File: src/design/anc2038_pkg.sv
// Shared types, constants and helpers for the ST 436 to ST 2038 ancillary converter.
// No dependencies; the front, queue, back and top design files import this package.
`default_nettype none

package anc2038_pkg;

	// Default depth of the token queue between front and back.
	localparam int QUEUE_DEPTH_DEF = 16;

	// Bit widths used by the unpacker and the packer.
	localparam int WORD_BITS = 10;
	localparam int BYTE_BITS = 8;
	localparam int SKIP_BITS = 2;
	localparam int BUF_BITS  = 17;   // 9 leftover bits plus one new byte
	localparam int CNT_BITS  = 5;
	localparam int VAL_BITS  = 12;   // widest chunk: horizontal offset
	localparam int NB_BITS   = 4;
	localparam int ACC_BITS  = 19;   // 7 leftover bits plus the widest chunk

	localparam logic [11:0] HORIZ_OFFSET = 12'hFFF;
	localparam logic [8:0]  SUM_MASK     = 9'h1FF;
	localparam logic [7:0]  PAD_ONES     = 8'hFF;

	// Sample coding codes.
	localparam logic [7:0] CODING_5  = 8'd5;
	localparam logic [7:0] CODING_7  = 8'd7;
	localparam logic [7:0] CODING_8  = 8'd8;
	localparam logic [7:0] CODING_9  = 8'd9;
	localparam logic [7:0] CODING_11 = 8'd11;

	// Result status codes.
	localparam logic [1:0] STAT_OK        = 2'd0;
	localparam logic [1:0] STAT_HDR_SHORT = 2'd1;
	localparam logic [1:0] STAT_COUNT_BIG = 2'd2;
	localparam logic [1:0] STAT_TRUNC     = 2'd3;

	typedef struct packed {
		logic [7:0]  data_byte;
		logic        first_byte;
		logic        last_byte;
		logic [10:0] line_number;
		logic [15:0] sample_count;
		logic [7:0]  sample_coding;
	} in_item_t;

	typedef struct packed {
		logic [7:0] out_byte;
		logic       out_last;
		logic [1:0] status;
	} out_item_t;

	// One unit of work for the bit packer.
	typedef struct packed {
		logic                err;     // error result, no stream bits
		logic [1:0]          status;
		logic                start;   // first chunk of a packet: drop stale bits
		logic                fin;     // pad to byte boundary after this chunk
		logic [NB_BITS-1:0]  nbits;
		logic [VAL_BITS-1:0] val;
	} tok_t;

	// b8 even parity, b9 its inverse.
	function automatic logic [9:0] with_par(input logic [7:0] b);
		logic p;
		p = ^b;
		return {~p, p, b};
	endfunction

	function automatic tok_t mk_bits(input logic [NB_BITS-1:0] n, input logic [VAL_BITS-1:0] v,
			input logic start, input logic fin);
		tok_t t;
		t.err    = 1'b0;
		t.status = STAT_OK;
		t.start  = start;
		t.fin    = fin;
		t.nbits  = n;
		t.val    = v;
		return t;
	endfunction

	function automatic tok_t mk_err(input logic [1:0] st);
		tok_t t;
		t.err    = 1'b1;
		t.status = st;
		t.start  = 1'b0;
		t.fin    = 1'b0;
		t.nbits  = '0;
		t.val    = '0;
		return t;
	endfunction

endpackage

`default_nettype wire

File: src/design/anc2038_chan_if.sv
// Valid/ready channel carrying one request of a given payload type.
// Payload types come from anc2038_pkg at the point of instantiation.
`default_nettype none

interface anc2038_chan_if #(parameter type payload_t = logic);
	logic     valid;
	logic     ready;
	payload_t data;

	modport source (output valid, output data, input ready);
	modport sink   (input valid, input data, output ready);
endinterface

`default_nettype wire

File: src/design/anc2038_front.sv
// Front end: takes payload bytes, unpacks 8/10-bit words, parses the header
// and issues packer tokens. Uses anc2038_pkg and anc2038_chan_if.
`default_nettype none

module anc2038_front (
	input  wire logic         clk,
	input  wire logic         arst_n,
	anc2038_chan_if.sink      anc,
	output anc2038_pkg::tok_t push_tok,
	output logic              push,
	input  wire logic         room
);
	import anc2038_pkg::*;

	typedef enum logic [1:0] {PH_IDLE, PH_HEADER, PH_DATA, PH_DONE} phase_t;
	typedef enum logic [2:0] {HS_FLAGS, HS_LINE, HS_HOFF, HS_DID, HS_SDID, HS_COUNT} hdr_step_t;

	phase_t               phase_q, phase_d;
	hdr_step_t            hseq_q, hseq_d;
	logic                 hseq_busy_q, hseq_busy_d;
	logic                 ck_pend_q, ck_pend_d;
	logic                 last_pend_q, last_pend_d;
	logic                 ten_q, ten_d;
	logic                 chroma_q, chroma_d;
	logic [10:0]          line_q, line_d;
	logic [15:0]          samples_q, samples_d;
	logic [BUF_BITS-1:0]  buf_q, buf_d;
	logic [CNT_BITS-1:0]  cnt_q, cnt_d;
	logic [1:0]           hidx_q, hidx_d;
	logic [9:0]           did_q, did_d, sdid_q, sdid_d, count_q, count_d;
	logic [9:0]           words_q, words_d;
	logic [1:0]           grp_q, grp_d;
	logic [8:0]           sum_q, sum_d;

	logic                 active, enough, step_avail;
	logic [CNT_BITS-1:0]  need, rem;
	logic [BUF_BITS-1:0]  shifted, buf_keep;
	logic [9:0]           word;
	logic [9:0]           cur_coded;
	logic [7:0]           coding;

	function automatic logic [9:0] coded(input logic ten, input logic [9:0] w);
		return ten ? w : with_par(w[7:0]);
	endfunction

	assign active = (phase_q == PH_HEADER) || (phase_q == PH_DATA);

	always_comb begin
		if (phase_q == PH_HEADER) begin
			if (hidx_q == 2'd3)
				need = ten_q ? CNT_BITS'(SKIP_BITS) : '0;
			else
				need = ten_q ? CNT_BITS'(WORD_BITS) : CNT_BITS'(BYTE_BITS);
		end else if (ten_q && grp_q == 2'd3) begin
			need = CNT_BITS'(SKIP_BITS);
		end else begin
			need = ten_q ? CNT_BITS'(WORD_BITS) : CNT_BITS'(BYTE_BITS);
		end
	end

	assign enough     = cnt_q >= need;
	assign rem        = cnt_q - need;
	assign shifted    = buf_q >> rem;
	assign word       = shifted[9:0] & ~(10'h3FF << need);
	assign buf_keep   = buf_q & ~({BUF_BITS{1'b1}} << rem);
	assign cur_coded  = coded(ten_q, word);
	assign step_avail = ck_pend_q || hseq_busy_q || (active && (enough || last_pend_q));
	assign anc.ready  = !step_avail;
	assign coding     = anc.data.sample_coding;

	always_comb begin
		phase_d     = phase_q;
		hseq_d      = hseq_q;
		hseq_busy_d = hseq_busy_q;
		ck_pend_d   = ck_pend_q;
		last_pend_d = last_pend_q;
		ten_d       = ten_q;
		chroma_d    = chroma_q;
		line_d      = line_q;
		samples_d   = samples_q;
		buf_d       = buf_q;
		cnt_d       = cnt_q;
		hidx_d      = hidx_q;
		did_d       = did_q;
		sdid_d      = sdid_q;
		count_d     = count_q;
		words_d     = words_q;
		grp_d       = grp_q;
		sum_d       = sum_q;
		push        = 1'b0;
		push_tok    = mk_err(STAT_OK);

		if (ck_pend_q) begin
			// checksum word, then pad and close the packet
			if (room) begin
				push      = 1'b1;
				push_tok  = mk_bits(NB_BITS'(WORD_BITS),
					ten_q ? VAL_BITS'(sum_q) : VAL_BITS'(with_par(sum_q[7:0])), 1'b0, 1'b1);
				ck_pend_d = 1'b0;
			end
		end else if (hseq_busy_q) begin
			if (room) begin
				push = 1'b1;
				unique case (hseq_q)
					HS_FLAGS: push_tok = mk_bits(NB_BITS'(7), VAL_BITS'(chroma_q), 1'b1, 1'b0);
					HS_LINE:  push_tok = mk_bits(NB_BITS'(11), VAL_BITS'(line_q), 1'b0, 1'b0);
					HS_HOFF:  push_tok = mk_bits(NB_BITS'(12), HORIZ_OFFSET, 1'b0, 1'b0);
					HS_DID:   push_tok = mk_bits(NB_BITS'(WORD_BITS),
						VAL_BITS'(coded(ten_q, did_q)), 1'b0, 1'b0);
					HS_SDID:  push_tok = mk_bits(NB_BITS'(WORD_BITS),
						VAL_BITS'(coded(ten_q, sdid_q)), 1'b0, 1'b0);
					HS_COUNT: push_tok = mk_bits(NB_BITS'(WORD_BITS),
						VAL_BITS'(coded(ten_q, count_q)), 1'b0, 1'b0);
					default:  push_tok = mk_bits(NB_BITS'(7), VAL_BITS'(chroma_q), 1'b1, 1'b0);
				endcase
				hseq_d = hdr_step_t'(hseq_q + 3'd1);
				if (hseq_q == HS_COUNT) begin
					hseq_busy_d = 1'b0;
					ck_pend_d   = (count_q == '0);
				end
			end
		end else if (active && enough) begin
			if (room) begin
				cnt_d = rem;
				buf_d = buf_keep;
				if (phase_q == PH_HEADER) begin
					if (hidx_q != 2'd3) begin
						unique case (hidx_q)
							2'd0:    did_d   = word;
							2'd1:    sdid_d  = word;
							default: count_d = word;
						endcase
						hidx_d = hidx_q + 2'd1;
					end else if ({1'b0, samples_q} < (17'(count_q) + 17'd3)) begin
						push     = 1'b1;
						push_tok = mk_err(STAT_COUNT_BIG);
						phase_d  = PH_DONE;
					end else begin
						hseq_busy_d = 1'b1;
						hseq_d      = HS_FLAGS;
						sum_d       = (did_q[8:0] + sdid_q[8:0] + count_q[8:0]) & SUM_MASK;
						words_d     = '0;
						grp_d       = '0;
						phase_d     = (count_q == '0) ? PH_DONE : PH_DATA;
					end
				end else if (ten_q && grp_q == 2'd3) begin
					grp_d = '0;
				end else begin
					grp_d    = (grp_q == 2'd2) ? 2'd3 : grp_q + 2'd1;
					sum_d    = sum_q + word[8:0];
					push     = 1'b1;
					push_tok = mk_bits(NB_BITS'(WORD_BITS), VAL_BITS'(cur_coded), 1'b0, 1'b0);
					words_d  = words_q + 10'd1;
					if ((11'(words_q) + 11'd1) >= 11'(count_q)) begin
						phase_d   = PH_DONE;
						ck_pend_d = 1'b1;
					end
				end
			end
		end else if (active && last_pend_q) begin
			if (room) begin
				push        = 1'b1;
				push_tok    = mk_err((phase_q == PH_HEADER) ? STAT_HDR_SHORT : STAT_TRUNC);
				phase_d     = PH_DONE;
				last_pend_d = 1'b0;
			end
		end else if (anc.valid) begin
			last_pend_d = anc.data.last_byte;
			if (anc.data.first_byte) begin
				line_d    = anc.data.line_number;
				samples_d = anc.data.sample_count;
				ten_d     = (coding == CODING_7) || (coding == CODING_8) || (coding == CODING_9);
				chroma_d  = (coding == CODING_5) || (coding == CODING_8) || (coding == CODING_11);
				buf_d     = BUF_BITS'(anc.data.data_byte);
				cnt_d     = CNT_BITS'(BYTE_BITS);
				hidx_d    = '0;
				did_d     = '0;
				sdid_d    = '0;
				count_d   = '0;
				words_d   = '0;
				grp_d     = '0;
				sum_d     = '0;
				phase_d   = PH_HEADER;
			end else if (active) begin
				buf_d = {buf_q[BUF_BITS-BYTE_BITS-1:0], anc.data.data_byte};
				cnt_d = cnt_q + CNT_BITS'(BYTE_BITS);
			end
		end
	end

	always_ff @(posedge clk or negedge arst_n) begin
		if (!arst_n) begin
			phase_q     <= PH_IDLE;
			hseq_q      <= HS_FLAGS;
			hseq_busy_q <= 1'b0;
			ck_pend_q   <= 1'b0;
			last_pend_q <= 1'b0;
			ten_q       <= 1'b0;
			chroma_q    <= 1'b0;
			line_q      <= '0;
			samples_q   <= '0;
			buf_q       <= '0;
			cnt_q       <= '0;
			hidx_q      <= '0;
			did_q       <= '0;
			sdid_q      <= '0;
			count_q     <= '0;
			words_q     <= '0;
			grp_q       <= '0;
			sum_q       <= '0;
		end else begin
			phase_q     <= phase_d;
			hseq_q      <= hseq_d;
			hseq_busy_q <= hseq_busy_d;
			ck_pend_q   <= ck_pend_d;
			last_pend_q <= last_pend_d;
			ten_q       <= ten_d;
			chroma_q    <= chroma_d;
			line_q      <= line_d;
			samples_q   <= samples_d;
			buf_q       <= buf_d;
			cnt_q       <= cnt_d;
			hidx_q      <= hidx_d;
			did_q       <= did_d;
			sdid_q      <= sdid_d;
			count_q     <= count_d;
			words_q     <= words_d;
			grp_q       <= grp_d;
			sum_q       <= sum_d;
		end
	end

`ifndef SYNTHESIS
	// unpacker never holds more than a leftover word plus one byte
	a_buf_bound: assert property (@(posedge clk) disable iff (!arst_n)
		cnt_q <= CNT_BITS'(BUF_BITS))
		else $error("front: bit buffer overfilled");
	// a pending checksum always follows the close of the packet
	a_ck_done: assert property (@(posedge clk) disable iff (!arst_n)
		$rose(ck_pend_q) |-> phase_q == PH_DONE)
		else $error("front: checksum pending in an open packet");
`endif

endmodule

`default_nettype wire

File: src/design/anc2038_tokq.sv
// Token queue between front and back: RAM array with a registered head.
// Uses anc2038_pkg for the token type.
`default_nettype none

module anc2038_tokq #(
	parameter int DEPTH = anc2038_pkg::QUEUE_DEPTH_DEF
) (
	input  wire logic               clk,
	input  wire logic               arst_n,
	input  wire logic               push,
	input  wire anc2038_pkg::tok_t  push_tok,
	output logic                    room,
	output logic                    head_valid,
	output anc2038_pkg::tok_t       head_tok,
	input  wire logic               pop
);
	import anc2038_pkg::*;

	localparam int AW = $clog2(DEPTH);
	localparam int CW = $clog2(DEPTH + 1);

	tok_t          mem [DEPTH];
	logic [AW-1:0] wr_ptr_q, rd_ptr_q;
	logic [CW-1:0] mem_cnt_q;
	logic          head_valid_q;
	tok_t          head_q;
	logic          load;

	assign room       = mem_cnt_q != CW'(DEPTH);
	assign load       = (mem_cnt_q != '0) && (!head_valid_q || pop);
	assign head_valid = head_valid_q;
	assign head_tok   = head_q;

	always_ff @(posedge clk) begin
		if (push)
			mem[wr_ptr_q] <= push_tok;
		if (load)
			head_q <= mem[rd_ptr_q];
	end

	always_ff @(posedge clk or negedge arst_n) begin
		if (!arst_n) begin
			wr_ptr_q     <= '0;
			rd_ptr_q     <= '0;
			mem_cnt_q    <= '0;
			head_valid_q <= 1'b0;
		end else begin
			if (push)
				wr_ptr_q <= (wr_ptr_q == AW'(DEPTH - 1)) ? '0 : wr_ptr_q + AW'(1);
			if (load)
				rd_ptr_q <= (rd_ptr_q == AW'(DEPTH - 1)) ? '0 : rd_ptr_q + AW'(1);
			mem_cnt_q <= mem_cnt_q + CW'(push) - CW'(load);
			if (load)
				head_valid_q <= 1'b1;
			else if (pop)
				head_valid_q <= 1'b0;
		end
	end

`ifndef SYNTHESIS
	a_no_overflow: assert property (@(posedge clk) disable iff (!arst_n)
		push |-> room)
		else $error("tokq: write into a full queue");
	a_pop_has_head: assert property (@(posedge clk) disable iff (!arst_n)
		pop |-> head_valid_q)
		else $error("tokq: pop with no head entry");
`endif

endmodule

`default_nettype wire

File: src/design/anc2038_back.sv
// Back end: bit packer that turns tokens into stream bytes, pads with ones
// and holds the output register. Uses anc2038_pkg and anc2038_chan_if.
`default_nettype none

module anc2038_back (
	input  wire logic              clk,
	input  wire logic              arst_n,
	input  wire logic              head_valid,
	input  wire anc2038_pkg::tok_t head_tok,
	output logic                   pop,
	anc2038_chan_if.source         st2038
);
	import anc2038_pkg::*;

	logic [ACC_BITS-1:0]          acc_q;
	logic [CNT_BITS-1:0]          bcnt_q;
	logic                         fin_q;
	logic                         out_valid_q;
	out_item_t                    out_q;

	logic                         out_free, emit, last, load_out;
	logic [ACC_BITS+BYTE_BITS-1:0] win;
	logic [ACC_BITS-1:0]          acc_base;
	logic [CNT_BITS-1:0]          cnt_base;

	assign out_free = !out_valid_q || st2038.ready;
	assign emit     = (bcnt_q >= CNT_BITS'(BYTE_BITS)) || (fin_q && bcnt_q != '0);
	// window of the 8 bits just below the fill point; ones come in below when padding
	assign win      = {acc_q, PAD_ONES} >> bcnt_q;
	assign last     = fin_q && (bcnt_q <= CNT_BITS'(BYTE_BITS));
	assign pop      = head_valid && !emit && (!head_tok.err || out_free);
	assign load_out = out_free && (emit || (head_valid && head_tok.err));
	assign acc_base = head_tok.start ? '0 : acc_q;
	assign cnt_base = head_tok.start ? '0 : bcnt_q;

	assign st2038.valid = out_valid_q;
	assign st2038.data  = out_q;

	always_ff @(posedge clk) begin
		if (load_out) begin
			if (emit) begin
				out_q.out_byte <= win[BYTE_BITS-1:0];
				out_q.out_last <= last;
				out_q.status   <= STAT_OK;
			end else begin
				out_q.out_byte <= '0;
				out_q.out_last <= 1'b1;
				out_q.status   <= head_tok.status;
			end
		end
		if (pop && !head_tok.err)
			acc_q <= (acc_base << head_tok.nbits) | ACC_BITS'(head_tok.val);
	end

	always_ff @(posedge clk or negedge arst_n) begin
		if (!arst_n) begin
			bcnt_q      <= '0;
			fin_q       <= 1'b0;
			out_valid_q <= 1'b0;
		end else begin
			if (load_out)
				out_valid_q <= 1'b1;
			else if (st2038.ready)
				out_valid_q <= 1'b0;

			if (emit && out_free) begin
				if (last) begin
					bcnt_q <= '0;
					fin_q  <= 1'b0;
				end else begin
					bcnt_q <= bcnt_q - CNT_BITS'(BYTE_BITS);
				end
			end else if (pop) begin
				if (head_tok.err) begin
					bcnt_q <= '0;
					fin_q  <= 1'b0;
				end else begin
					bcnt_q <= cnt_base + CNT_BITS'(head_tok.nbits);
					fin_q  <= head_tok.fin;
				end
			end
		end
	end

`ifndef SYNTHESIS
	a_acc_bound: assert property (@(posedge clk) disable iff (!arst_n)
		bcnt_q <= CNT_BITS'(ACC_BITS))
		else $error("back: packer accumulator overfilled");
	a_fin_has_bits: assert property (@(posedge clk) disable iff (!arst_n)
		fin_q |-> bcnt_q != '0)
		else $error("back: packet close pending with no bits left");
`endif

endmodule

`default_nettype wire

File: src/design/anc_436_to_2038_converter.sv
// Top level of the ST 436 to ST 2038 ancillary converter.
// Depends on anc2038_pkg, anc2038_chan_if, anc2038_front, anc2038_tokq, anc2038_back.
//
//  channel  | dir | payload                                                   | accepted when
//  ---------+-----+-----------------------------------------------------------+--------------
//  anc      | in  | data_byte, first_byte, last_byte, line, count, coding     | valid & ready
//  st2038   | out | out_byte, out_last, status                                | valid & ready
//
// Pace: the front takes a request only when no unpack step is left, then needs one
//   unpack step per word; in 10-bit mode a 2-bit skip in the byte takes a step of
//   its own. The header adds a step for each header token and the final word one
//   more for the checksum. The pace is set by the front's single unpack step per
//   cycle while the token queue has room. The back sends at most one stream byte per cycle.
// Reset: arst_n clears all control state; the token queue array is not cleared.
// Stalls: the token queue (OUT_QUEUE_DEPTH entries plus a registered head) lets front and back
//   stall independently; the output register takes a new byte as the last is accepted.
`default_nettype none

module anc_436_to_2038_converter #(
	parameter int OUT_QUEUE_DEPTH = anc2038_pkg::QUEUE_DEPTH_DEF
) (
	input  wire logic      clk,
	input  wire logic      arst_n,
	anc2038_chan_if.sink   anc,
	anc2038_chan_if.source st2038
);
	import anc2038_pkg::*;

	// front -> queue
	tok_t push_tok;
	logic push;
	logic room;

	// queue -> back
	tok_t head_tok;
	logic head_valid;
	logic pop;

	// Front: unpacks bytes into words, parses DID/SDID/count, checks the
	// sample count and issues packer tokens (header chunks, words,
	// checksum, error results).
	anc2038_front u_front (
		.clk      (clk),
		.arst_n   (arst_n),
		.anc      (anc),
		.push_tok (push_tok),
		.push     (push),
		.room     (room)
	);

	// Short queue decoupling the parser from the packer.
	anc2038_tokq #(
		.DEPTH (OUT_QUEUE_DEPTH)
	) u_tokq (
		.clk        (clk),
		.arst_n     (arst_n),
		.push       (push),
		.push_tok   (push_tok),
		.room       (room),
		.head_valid (head_valid),
		.head_tok   (head_tok),
		.pop        (pop)
	);

	// Back: packs token bits MSB first into bytes, pads the packet end
	// with ones and marks the final byte.
	anc2038_back u_back (
		.clk        (clk),
		.arst_n     (arst_n),
		.head_valid (head_valid),
		.head_tok   (head_tok),
		.pop        (pop),
		.st2038     (st2038)
	);

endmodule

`default_nettype wire

File: src/flat_wrapper.sv
// flat-port wrapper written by rule: the top's interface ports become plain ports
module anc_436_to_2038_converter_flat import anc2038_pkg::*;
#(
	parameter int OUT_QUEUE_DEPTH = anc2038_pkg::QUEUE_DEPTH_DEF
)
  (clk, arst_n, anc_valid, anc_data, anc_ready, st2038_valid, st2038_data, st2038_ready);
  anc2038_chan_if #(.payload_t(in_item_t)) anc_i ();
  anc2038_chan_if #(.payload_t(out_item_t)) st2038_i ();
  input  wire logic clk;
  input  wire logic arst_n;
  input wire logic [$bits(anc_i.valid)-1:0] anc_valid;
  input wire logic [$bits(anc_i.data)-1:0] anc_data;
  output wire logic [$bits(anc_i.ready)-1:0] anc_ready;
  output wire logic [$bits(st2038_i.valid)-1:0] st2038_valid;
  output wire logic [$bits(st2038_i.data)-1:0] st2038_data;
  input wire logic [$bits(st2038_i.ready)-1:0] st2038_ready;
  assign anc_i.valid = anc_valid;
  assign anc_i.data = anc_data;
  assign anc_ready = anc_i.ready;
  assign st2038_valid = st2038_i.valid;
  assign st2038_data = st2038_i.data;
  assign st2038_i.ready = st2038_ready;
  anc_436_to_2038_converter #(.OUT_QUEUE_DEPTH(OUT_QUEUE_DEPTH)) u_core (.clk(clk), .arst_n(arst_n), .anc(anc_i), .st2038(st2038_i));
endmodule
File: config.mk
export PLATFORM = sky130hd
export DESIGN_NAME = anc_436_to_2038_converter_flat
export DESIGN_NICKNAME = d
export VERILOG_FILES = /design/src/design/anc2038_pkg.sv /design/src/design/anc2038_chan_if.sv /design/src/design/anc2038_front.sv /design/src/design/anc2038_tokq.sv /design/src/design/anc2038_back.sv /design/src/design/anc_436_to_2038_converter.sv /design/src/flat_wrapper.sv
export SDC_FILE = /design/constraint.sdc
export NUM_CORES = 1
export LEC_CHECK = 0
export BUFFER_PORTS_ARGS = -buffer_cell sky130_fd_sc_hd__buf_2
export CAP_MARGIN = 0
export CORE_MARGIN = 2
export CORE_UTILIZATION = 57
export CTS_CLUSTER_SIZE = 16
export DETAILED_ROUTE_END_ITERATION = 6
export PLACE_DENSITY = 0.79
export SYNTH_ARGS = -nofsm -noshare
export SYNTH_HDL_FRONTEND = slang
export SYNTH_SLANG_ARGS = --single-unit
File: constraint.sdc
create_clock -name clk -period 6.8 [get_ports clk]
set_clock_uncertainty 0.05 [all_clocks]
set_input_delay 0.34 -clock clk [delete_from_list [all_inputs] [get_ports clk]]
set_output_delay 0.34 -clock clk [all_outputs]
set_load 0.005 [all_outputs]
==> results.cfg, run 1 <==
[yosys]
synthTopCellsByArea = edfxtp_1 (46%), dfrtp_1 (13%), mux4_2 (10%), mux2_2 (3.7%), ha_1 (3.6%)
synth-simple-area-share_pct = 6.78
yosys.area.top_type = edfxtp_1
yosysUniqueCellTypes = 84
synth_top_area_share_pct = 45.7
ys_seq_area_share_pct = 58.6
ys_seq_elements = 519
synth_edf_count = 387
synthAdderAreaFrac_pct = 4.58
postSynthCellCount = 1779
yosysWarnings = 0
synth_top_family_by_area = multiplexers
syn_area_sq_um = 25500
synthFlopType = edfxtp_1
syn_area_per_cell_sq_um = 14.3
synth.area.mux_share_pct = 16.2
synth_xor_area_share_pct = 2.55
synth_compound_area_share_pct = 8.79
synth-async-reset-ratio_pct = 25.4
syn_nets = 1914

[finish]
diodes = 0
syn2layout_area_growth_pct = 12.1
final_common_cell = edfxtp_1
fin_area_sq_um = 28500
drive_gt1_share_pct = 21.7
nets = 2011
final_cell_mix = edfxtp_1 (387), dfrtp_1 (130), mux4_2 (115)

[die]
initial_core_util_pct = 57.7
dieArea_sq_um = 46400
die_height_microns = 215
fp-row-count = 77
coreArea_sq_um = 44100
io_pins = 62
die_width_microns = 215

[sta]
fin_tns_setup_ps = 0
slew_viol_final = 0
period_minus_slack_ps = 5630
setup_ws_ps = 1170
rsz0062_at_grt = false
relSlewSlack_pct = 21.9
hold_viol = 0
setup_violations = 0
tightestPinTransition_ps = 1170
max_freq_mhz = 177
finalCritPeriodShare_pct = 82.9

[clock_tree]
postCtsSetupRepairBufs = 0
clk_path_buf_depth = 3
cts_made_buffers = 51
cts_tree = done
path_clk_slew_ps = 60
clock_tree.root_cell = clkbuf_16
insertion_delay_ps = 620
cts_resized = 0
clock_sinks = 519
h-tree-depth = 2

[placed_design]
dp_slack_ps = 1310
routabilityCongestion = 0.911
dpl_cell_area_sq_um = 26500
io_buffers = 61
dp_hpwl_microns = 38300

[grt]
grt_antenna_before_repair = 0
grtUsageMet2_pct = 47.1
overflow = 0
track_usage_pct = 26.6
gr-usage-met3_pct = 3.81
use_met1_pct = 33.1
grt_pass1_vias = 16500
grt_pass1_wl_microns = 94500
grt_start_max_net_pins = 80
grt-busiest-layer = met2

[worst_setup_path]
worst_ep_required_time_ps = 7280
startpoint_type = flip-flop
crit_path_max_fanout = 27
crit_path_end_kind = flip-flop
critPathArrivalTime_ps = 6110
crit_type = reg2reg

[routing]
route.vias.total = 15800
drtAntennaViolNets = 0
vias_per_cell = 6.30
drc = 0
drt_iter0_drc = 1488
drt-pass1-iter-count = 5
wl_per_cell_microns = 24.1
wl_microns = 60400

[run]
maxCapViolCount = 0

[pwr]
switching_share_pct = 38.2
power.switching_mw = 5.47
ir_worst_vdd_mv = 0.391
power_leakage_nw = 10.7
power_density_nw_per_um2 = 502
clkPwrFrac_pct = 19.9
p_seq_share_pct = 37.7
total_power_mw = 14.3
p_comb_share_pct = 42.4
intPower_mw = 8.84

[hold_path]
hp-class = in2reg

[outcome]
status = completed
## cell usage after synthesis, drive strengths merged (28+ instances only)
library cell  number
a21oi             88
buf               41
clkbuf            57
dfrtp            132
edfxtp           387
ha                74
inv               54
mux2              84
mux2i             55
mux4             116
nand2            105
nor2              95
nor3              28
o21ai             78
xnor2             57
## sequential cells by signal, indices dropped and copies added, names as in the netlist, 9 cells and up
name                       flops
u_core.u_back.acc_q           19
u_core.u_back.st2038.data     11
u_core.u_front.buf_q          17
u_core.u_front.count_q        10
u_core.u_front.did_q          10
u_core.u_front.line_q         11
u_core.u_front.samples_q      16
u_core.u_front.sdid_q         10
u_core.u_front.sum_q           9
u_core.u_front.words_q        10
u_core.u_tokq.head_tok        21
u_core.u_tokq.mem            336
## metal layers
metal / part of all wire [%] / vias to the layer above
li1: - / 7052
met1: 38 / 8020
met2: 52 / 592
met3: 5.6 / 152
met4: 3.8 / 0
met5: 0 / -
## layout make-up
| class | instances | area [sq um] |
|---|---|---|
| repair buffers | 142 | 1010 |
| clock inverters | 31 | 315 |
| clock buffers | 64 | 1380 |
| inverters | 57 | 214 |
| fillers | 3126 | 15600 |
| flip-flops and latches | 519 | 14900 |
| multi-input cells | 1105 | 9940 |
| well taps | 592 | 741 |
## worst max-delay path, cell delays in order (launching register included)
cell	delay (ps)
dfrtp_1	380
inv_1	60
ha_1	140
buf_4	300
nor2_1	130
a21oi_1	280
inv_1	300
ha_1	540
nor2b_1	260
or2_1	430
mux2i_1	250
mux2i_1	100
o21ai_0	240
inv_1	100
ha_1	250
fa_1	440
a21o_1	170
a21oi_1	170
nor2b_1	90
o21a_1	180
o21ai_0	260
xnor2_1	160
o21ai_0	90
o21ai_0	200
## timing repair
| action | in CTS | in global routing |
|---|---|---|
| hold buffers | 38 | 0 |
| endpoints found under the setup margin | 0 | 0 |
| endpoints found under the hold margin | 115 | 0 |
## power by group through the flow
stage | clock (mW) | combinational, mW | sequential [mW]
6_report | 2.84 | 6.07 | 5.40
5_1_grt | 3.00 | 6.60 | 5.49
4_1_cts | 2.88 | 6.05 | 5.38
3_5_place_dp | 0 | 5.97 | 5.43
3_3_place_gp | 0 | 5.77 | 5.37
2_1_floorplan | 0 | 4.65 | 5.02
## worst paths after layout
kind	from	to	slack, ps	depth (start not counted)
worst max register to register	u_core.u_front.phase_q[1]$_DFFE_PN0P_	u_core.u_front.sum_q[8]$_DFFE_PN0P_	1170	23
worst min-delay path	anc_data[36]	u_core.u_front.cnt_q[4]$_DFFE_PN0P_	150	3
min in group asynchronous	arst_n	u_core.u_front.samples_q[11]$_DFFE_PN0P_	290	2
max in group asynchronous	arst_n	u_core.u_tokq.rd_ptr_q[1]$_DFFE_PN0P_	5040	3
worst max-delay path	u_core.u_front.phase_q[1]$_DFFE_PN0P_	u_core.u_front.sum_q[8]$_DFFE_PN0P_	1170	23
worst min register to register	u_core.u_front.samples_q[11]$_DFFE_PN0P_	u_core.u_front.samples_q[11]$_DFFE_PN0P_	450	1
## through the flow
step	hold WS [ps]	instances	utilization, %
finish	147	2510	64.7
global route	167	2510	64.7
CTS	122	2510	64.7
detailed placement	376	2377	60.0
global placement	366	2377	60.0
floorplan	-5.59	1779	-
## logic make-up (layout without fill, tap and decap cells)
group           count (synthesis)  in the layout
flops                         519            519
simple gates                  356            356
fa+ha+maj                      86             86
mux                           255            255
compound gates                337            337
xor+xnor                       71             71
buf+inv                       155            294
Power figures use the tool's default switching activity.
==> inputs of run 2 (changes only) <==
Clock period 6.8 ns to 5.3 ns, I/O delays scaled along.
==> run 2 against run 1 <==
The run now ends with design-rule violations left. Maximum frequency increased by 16%. Hold slack lost 70 ps. Setup slack lost 720 ps. Final area increased by 0.49%. Total power grew 30%. Clock power rose by 34%. Cell count up 0.32%.
==> results.cfg, run 2 (synthesis gave the netlist of run 1 again) <==
[outcome]
status = complete, but fails checks
failed_checks = design-rule violations

[finish]
post-route-util_pct = 65.0
nFillCells = 3129
final_common_cell = edfxtp_1
diodes = 0
drive_gt1_share_pct = 22.3
nets = 2017
max_flop_register = u_core.u_tokq.mem
final_cell_mix = edfxtp_1 (387), dfrtp_1 (130), mux4_2 (115)
syn2layout_area_growth_pct = 12.6
largest_register_ffs = 336

[pwr]
switching_share_pct = 38.0
p_seq_share_pct = 37.5
p_comb_share_pct = 42.1
power_density_nw_per_um2 = 649
clkPwrFrac_pct = 20.4
intPower_mw = 11.5
power.switching_mw = 7.08
ir_worst_vdd_mv = 0.366
power_leakage_nw = 10.8

[die]
io_pins = 62
fp-row-count = 77
die_width_microns = 215
coreArea_sq_um = 44100
initial_core_util_pct = 57.7
dieArea_sq_um = 46400
die_height_microns = 215

[hold_path]
hp-class = in2reg
min-delay-start = anc_data[36]
whs_path_depth = 3
holdPathEnd = u_core.u_front.cnt_q[2]$_DFFE_PN0P_

[grt]
grt_pass1_vias = 16500
grt_antenna_before_repair = 0
overflow = 0
grt_pass1_wl_microns = 96600
track_usage_pct = 27.2
grt_start_max_net_pins = 68

[clock_tree]
clock_tree.root_cell = clkbuf_16
cts_tree = done
insertion_delay_ps = 610
cts_made_buffers = 52
path_clk_slew_ps = 60
h-tree-depth = 2
clock_sinks = 519
clk_path_buf_depth = 3

[sta]
period_minus_slack_ps = 4850
hold-worst-slack_ps = 77.4
finalCritPeriodShare_pct = 91.5
setup_violations = 0
max_freq_mhz = 206
fin_tns_setup_ps = 0
relSlewSlack_pct = 22.1
tightestPinTransition_ps = 1160
slew_viol_final = 0
hold_viol = 0
rsz0062_at_grt = false

[routing]
drt-pass1-iter-count = 7
route.vias.total = 16000
drtAntennaViolNets = 0
wl_per_cell_microns = 24.4
vias_per_cell = 6.35
drc = 1
wl_microns = 61400
drt_iter0_drc = 1680

[worst_setup_path]
reg2reg_to = u_core.u_tokq.mem[9][9]$_DFFE_PP_
crit_type = reg2reg
crit_path_max_fanout = 16
timing.rr.start = u_core.u_front.phase_q[1]$_DFFE_PN0P_
r2r_slack_ps = 450
r2r_cells = 13
worst_ep_required_time_ps = 5700
critPathArrivalTime_ps = 5250
crit_path_end_kind = flip-flop
startpoint_type = flip-flop

[run]
maxCapViolCount = 0

[placed_design]
dp_hpwl_microns = 37500
io_buffers = 61
routabilityCongestion = 0.904
[run 2: per-stage QoR]
| step | setup WS [ps] | instance area, sq um | total power, mW | cells |
|---|---|---|---|---|
| 2_1_floorplan | 305 | 25500 | 12.4 | 1779 |
| 3_3_place_gp | 529 | 26500 | 14.4 | 2382 |
| 3_5_place_dp | 293 | 26500 | 14.7 | 2382 |
| 4_1_cts | 258 | 28700 | 18.6 | 2518 |
| 5_1_grt | 19.8 | 28700 | 19.6 | 2518 |
| 6_report | 449 | 28700 | 18.6 | 2518 |
[run 2: what timing repair did]
action / CTS / global route
hold buffers: 38 / 0
endpoints found under the hold margin: 102 / 0
setup buffers: 0 / 0
endpoints found under the setup margin: 0 / 3
resized for setup: 0 / 3
[run 2: routing by layer]
| layer | part of all wire [%] | GRT usage, % | wire, microns |
|---|---|---|---|
| met3 | 6.3 | 4.05 | 3860 |
| met5 | 0 | 0 | 0 |
| met2 | 52 | 47.3 | 31900 |
| met4 | 3.7 | 9.84 | 2240 |
| met1 | 38 | 34.9 | 23400 |
[run 2: layout make-up]
type	count	area (sq um)	area share (%)
flip-flops and latches	519	14900	52.1
multi-input cells	1105	9940	34.7
clock buffers	63	1390	4.86
repair buffers	147	1060	3.71
well taps	592	741	2.58
clock inverters	35	383	1.34
inverters	57	214	0.746
[run 2: worst max path at each step]
stage | startpoint | endpoint | slack, ps | depth (start not counted)
2_1_floorplan | u_core.u_front.phase_q[1]$_DFFE_PN0P_ | u_core.u_tokq.mem[12][0]$_DFFE_PP_ | 310 | 17
3_3_place_gp | u_core.u_front.phase_q[1]$_DFFE_PN0P_ | u_core.u_front.sum_q[8]$_DFFE_PN0P_ | 530 | 22
3_5_place_dp | u_core.u_front.phase_q[1]$_DFFE_PN0P_ | u_core.u_front.sum_q[8]$_DFFE_PN0P_ | 290 | 22
4_1_cts | u_core.u_front.phase_q[1]$_DFFE_PN0P_ | u_core.u_front.sum_q[8]$_DFFE_PN0P_ | 260 | 22
5_1_grt | u_core.u_front.phase_q[1]$_DFFE_PN0P_ | u_core.u_front.sum_q[8]$_DFFE_PN0P_ | 20 | 22
6_report | u_core.u_front.phase_q[1]$_DFFE_PN0P_ | u_core.u_tokq.mem[9][9]$_DFFE_PP_ | 450 | 13
[run 2: power by group through the flow]
stage | logic, mW | registers (mW) | clock network, mW
after floorplan | 5.97 | 6.43 | 0
after global placement | 7.41 | 6.94 | 0
after detailed placement | 7.66 | 7.02 | 0
after CTS | 7.78 | 6.96 | 3.84
after global routing | 8.50 | 7.12 | 4.02
final | 7.84 | 6.98 | 3.80
[run 2: worst max-delay path: stages (launching register included)]
cell      delay (ps)
dfrtp_1          380
inv_1             60
ha_1             310
nor2_1           130
a21oi_1          200
inv_1             90
ha_2             420
a21boi_1         310
or2_1            340
and2_1           530
buf_4            310
nand4_1          560
o31ai_1          710
buf_4            290
==> inputs of run 3 (changes only) <==
Settings changed: RECOVER_POWER set to 100.
==> run 3 against run 2 <==
The flow finishes with violations (max-capacitance violations, max-slew violations). Largest cell class unchanged. Total power is 0.54% lower. Critical endpoint unchanged. Global-route usage unchanged. Combinational power down 1%. Register-to-register slack lost 190 ps. Via count down 0.39%. Largest power group unchanged. Die area unchanged.
==> results.cfg, run 3 (synthesis gave the netlist of run 1 again) <==
[outcome]
status = complete, but fails checks
failed_checks = max-capacitance violations, max-slew violations

[worst_setup_path]
critPathMaxStageDelay_ps = 690
crit_type = reg2reg
startpoint_type = flip-flop
critPathArrivalTime_ps = 5440
crit_path_end_kind = flip-flop
worst_path_dominant_cell_family = simple AND/OR/NAND/NOR gates
path_cells = inv_1 > ha_1 > nor2_1 > a21oi_1 > inv_1 > ha_2 > a21boi_0 > or2_1 > and2_0 > buf_4 > nand4_1 > o31ai_1 > buf_4
worst_ep_required_time_ps = 5700
crit_slowest_cell = and2_0
cp_num_buf_inv = 4
timing.rr.start = u_core.u_front.phase_q[1]$_DFFE_PN0P_
crit_path_max_fanout = 16
startpoint = u_core.u_front.phase_q[1]$_DFFE_PN0P_

[grt]
grt_pass1_vias = 16500
grt_start_max_net_pins = 68
grt_pass1_wl_microns = 96600
overflow = 0
track_usage_pct = 27.2
grt_antenna_before_repair = 0

[clock_tree]
postCtsSetupRepairBufs = 0
clock_sinks = 519
cts_made_buffers = 52
h-tree-depth = 2
clock_tree.root_cell = clkbuf_16
clk_path_buf_depth = 3
insertion_delay_ps = 610
path_clk_slew_ps = 60
cts_tree = done

[sta]
period_minus_slack_ps = 5040
relSlewSlack_pct = -158
fin_tns_setup_ps = 0
hold_viol = 0
setup_ws_ps = 259
setup_violations = 0
slew_viol_final = 181
max_freq_mhz = 198
tightestPinTransition_ps = 3870
finalCritPeriodShare_pct = 95.1
rsz0062_at_grt = false

[routing]
drtAntennaViolNets = 0
drt-pass1-iter-count = 7
vias_per_cell = 6.33
drt_iter0_drc = 1646
wl_microns = 61400
drc = 0
route.vias.total = 15900
wl_per_cell_microns = 24.4

[hold_path]
min-delay-start = anc_data[36]
hp-class = in2reg

[placed_design]
dp_hpwl_microns = 37500
dp_slack_ps = 293
routabilityCongestion = 0.904
io_buffers = 61
place_inst = 2382

[die]
io_pins = 62
die_height_microns = 215
initial_core_util_pct = 57.7
coreArea_sq_um = 44100
fp-row-count = 77
die_width_microns = 215
dieArea_sq_um = 46400

[run]
maxCapViolCount = 5

[pwr]
ir_worst_vdd_mv = 0.368
power_leakage_nw = 10.7
power_density_nw_per_um2 = 650

[finish]
final_cells = 2518
syn2layout_area_growth_pct = 12.0
max_flop_register = u_core.u_tokq.mem
drive_gt1_share_pct = 20.8
final_cell_mix = edfxtp_1 (387), dfrtp_1 (131), mux4_2 (115)
diodes = 0
largest_register_ffs = 336
nets = 2017
final_common_cell = edfxtp_1
==> run 3: changes by cell type in the layout (fill, tap and decap cells not counted), sizes merged <==
| cell | previous run | this run |
|---|---|---|
| buf | 109 | 71 |
| clkbuf | 63 | 101 |
==> run 3: metrics by stage <==
| step | util (%) | hold WS [ps] | total power [mW] | cell area, sq um |
|---|---|---|---|---|
| floorplan | - | -80.6 | 12.4 | 25500 |
| global placement | 60.1 | 263 | 14.4 | 26500 |
| detailed placement | 60.1 | 264 | 14.7 | 26500 |
| CTS | 65.0 | 58.7 | 18.6 | 28700 |
| global route | 64.6 | 89.8 | 19.6 | 28500 |
| finish | 64.6 | 79.4 | 18.5 | 28500 |
==> run 3: path summary, 6_finish.rpt <==
kind / to / slack [ps] / cells after the start
worst max-delay path: u_core.u_tokq.mem[9][9]$_DFFE_PP_ / 260 / 13
min in group asynchronous: u_core.u_front.samples_q[4]$_DFFE_PN0P_ / 1510 / 2
max in group asynchronous: u_core.u_tokq.mem_cnt_q[2]$_DFF_PN0_ / 950 / 3
worst min register to register: u_core.u_front.sum_q[8]$_DFFE_PN0P_ / 450 / 2
worst min-delay path: u_core.u_front.cnt_q[2]$_DFFE_PN0P_ / 80 / 3
worst max register to register: u_core.u_tokq.mem[9][9]$_DFFE_PP_ / 260 / 13
==> run 3: worst register-to-register path: cells and delay by family, from the launching register on <==
kind / cells / cell delay, ps
AO/OA/AOI/OAI: 3 / 1220
adder cells (fa/ha/maj): 2 / 720
buffers and inverters: 4 / 780
flip-flops: 1 / 380
AND/OR/NAND/NOR: 4 / 1740
==> run 3: final cells by class <==
cell class	count	area, sq um
Multi-Input combinational cell	1105	9890
Timing Repair Buffer	147	950
Sequential cell	519	14900
Fill cell	3173	15600
Inverter	57	214
Tap cell	592	741
Clock inverter	35	383
Clock buffer	63	1390
==> run 3: where the power goes <==
group	switching [mW]	total, mW	internal [mW]
sequential	1.03	6.99	5.96
clock	1.62	3.80	2.19
combinational	4.40	7.73	3.33
total	7.04	18.5	11.5
==> run 3: metal layers <==
layer / wire (microns) / global-route usage (%)
met4: 2180 / 9.84
met3: 3730 / 4.05
met2: 31800 / 47.3
met5: 0 / 0
met1: 23600 / 34.9
==> run 3: repair_timing <==
item / in CTS / in global routing
resized for setup: 0 / 3
endpoints found under the hold margin: 102 / 0
hold buffers: 38 / 0
endpoints found under the setup margin: 0 / 3
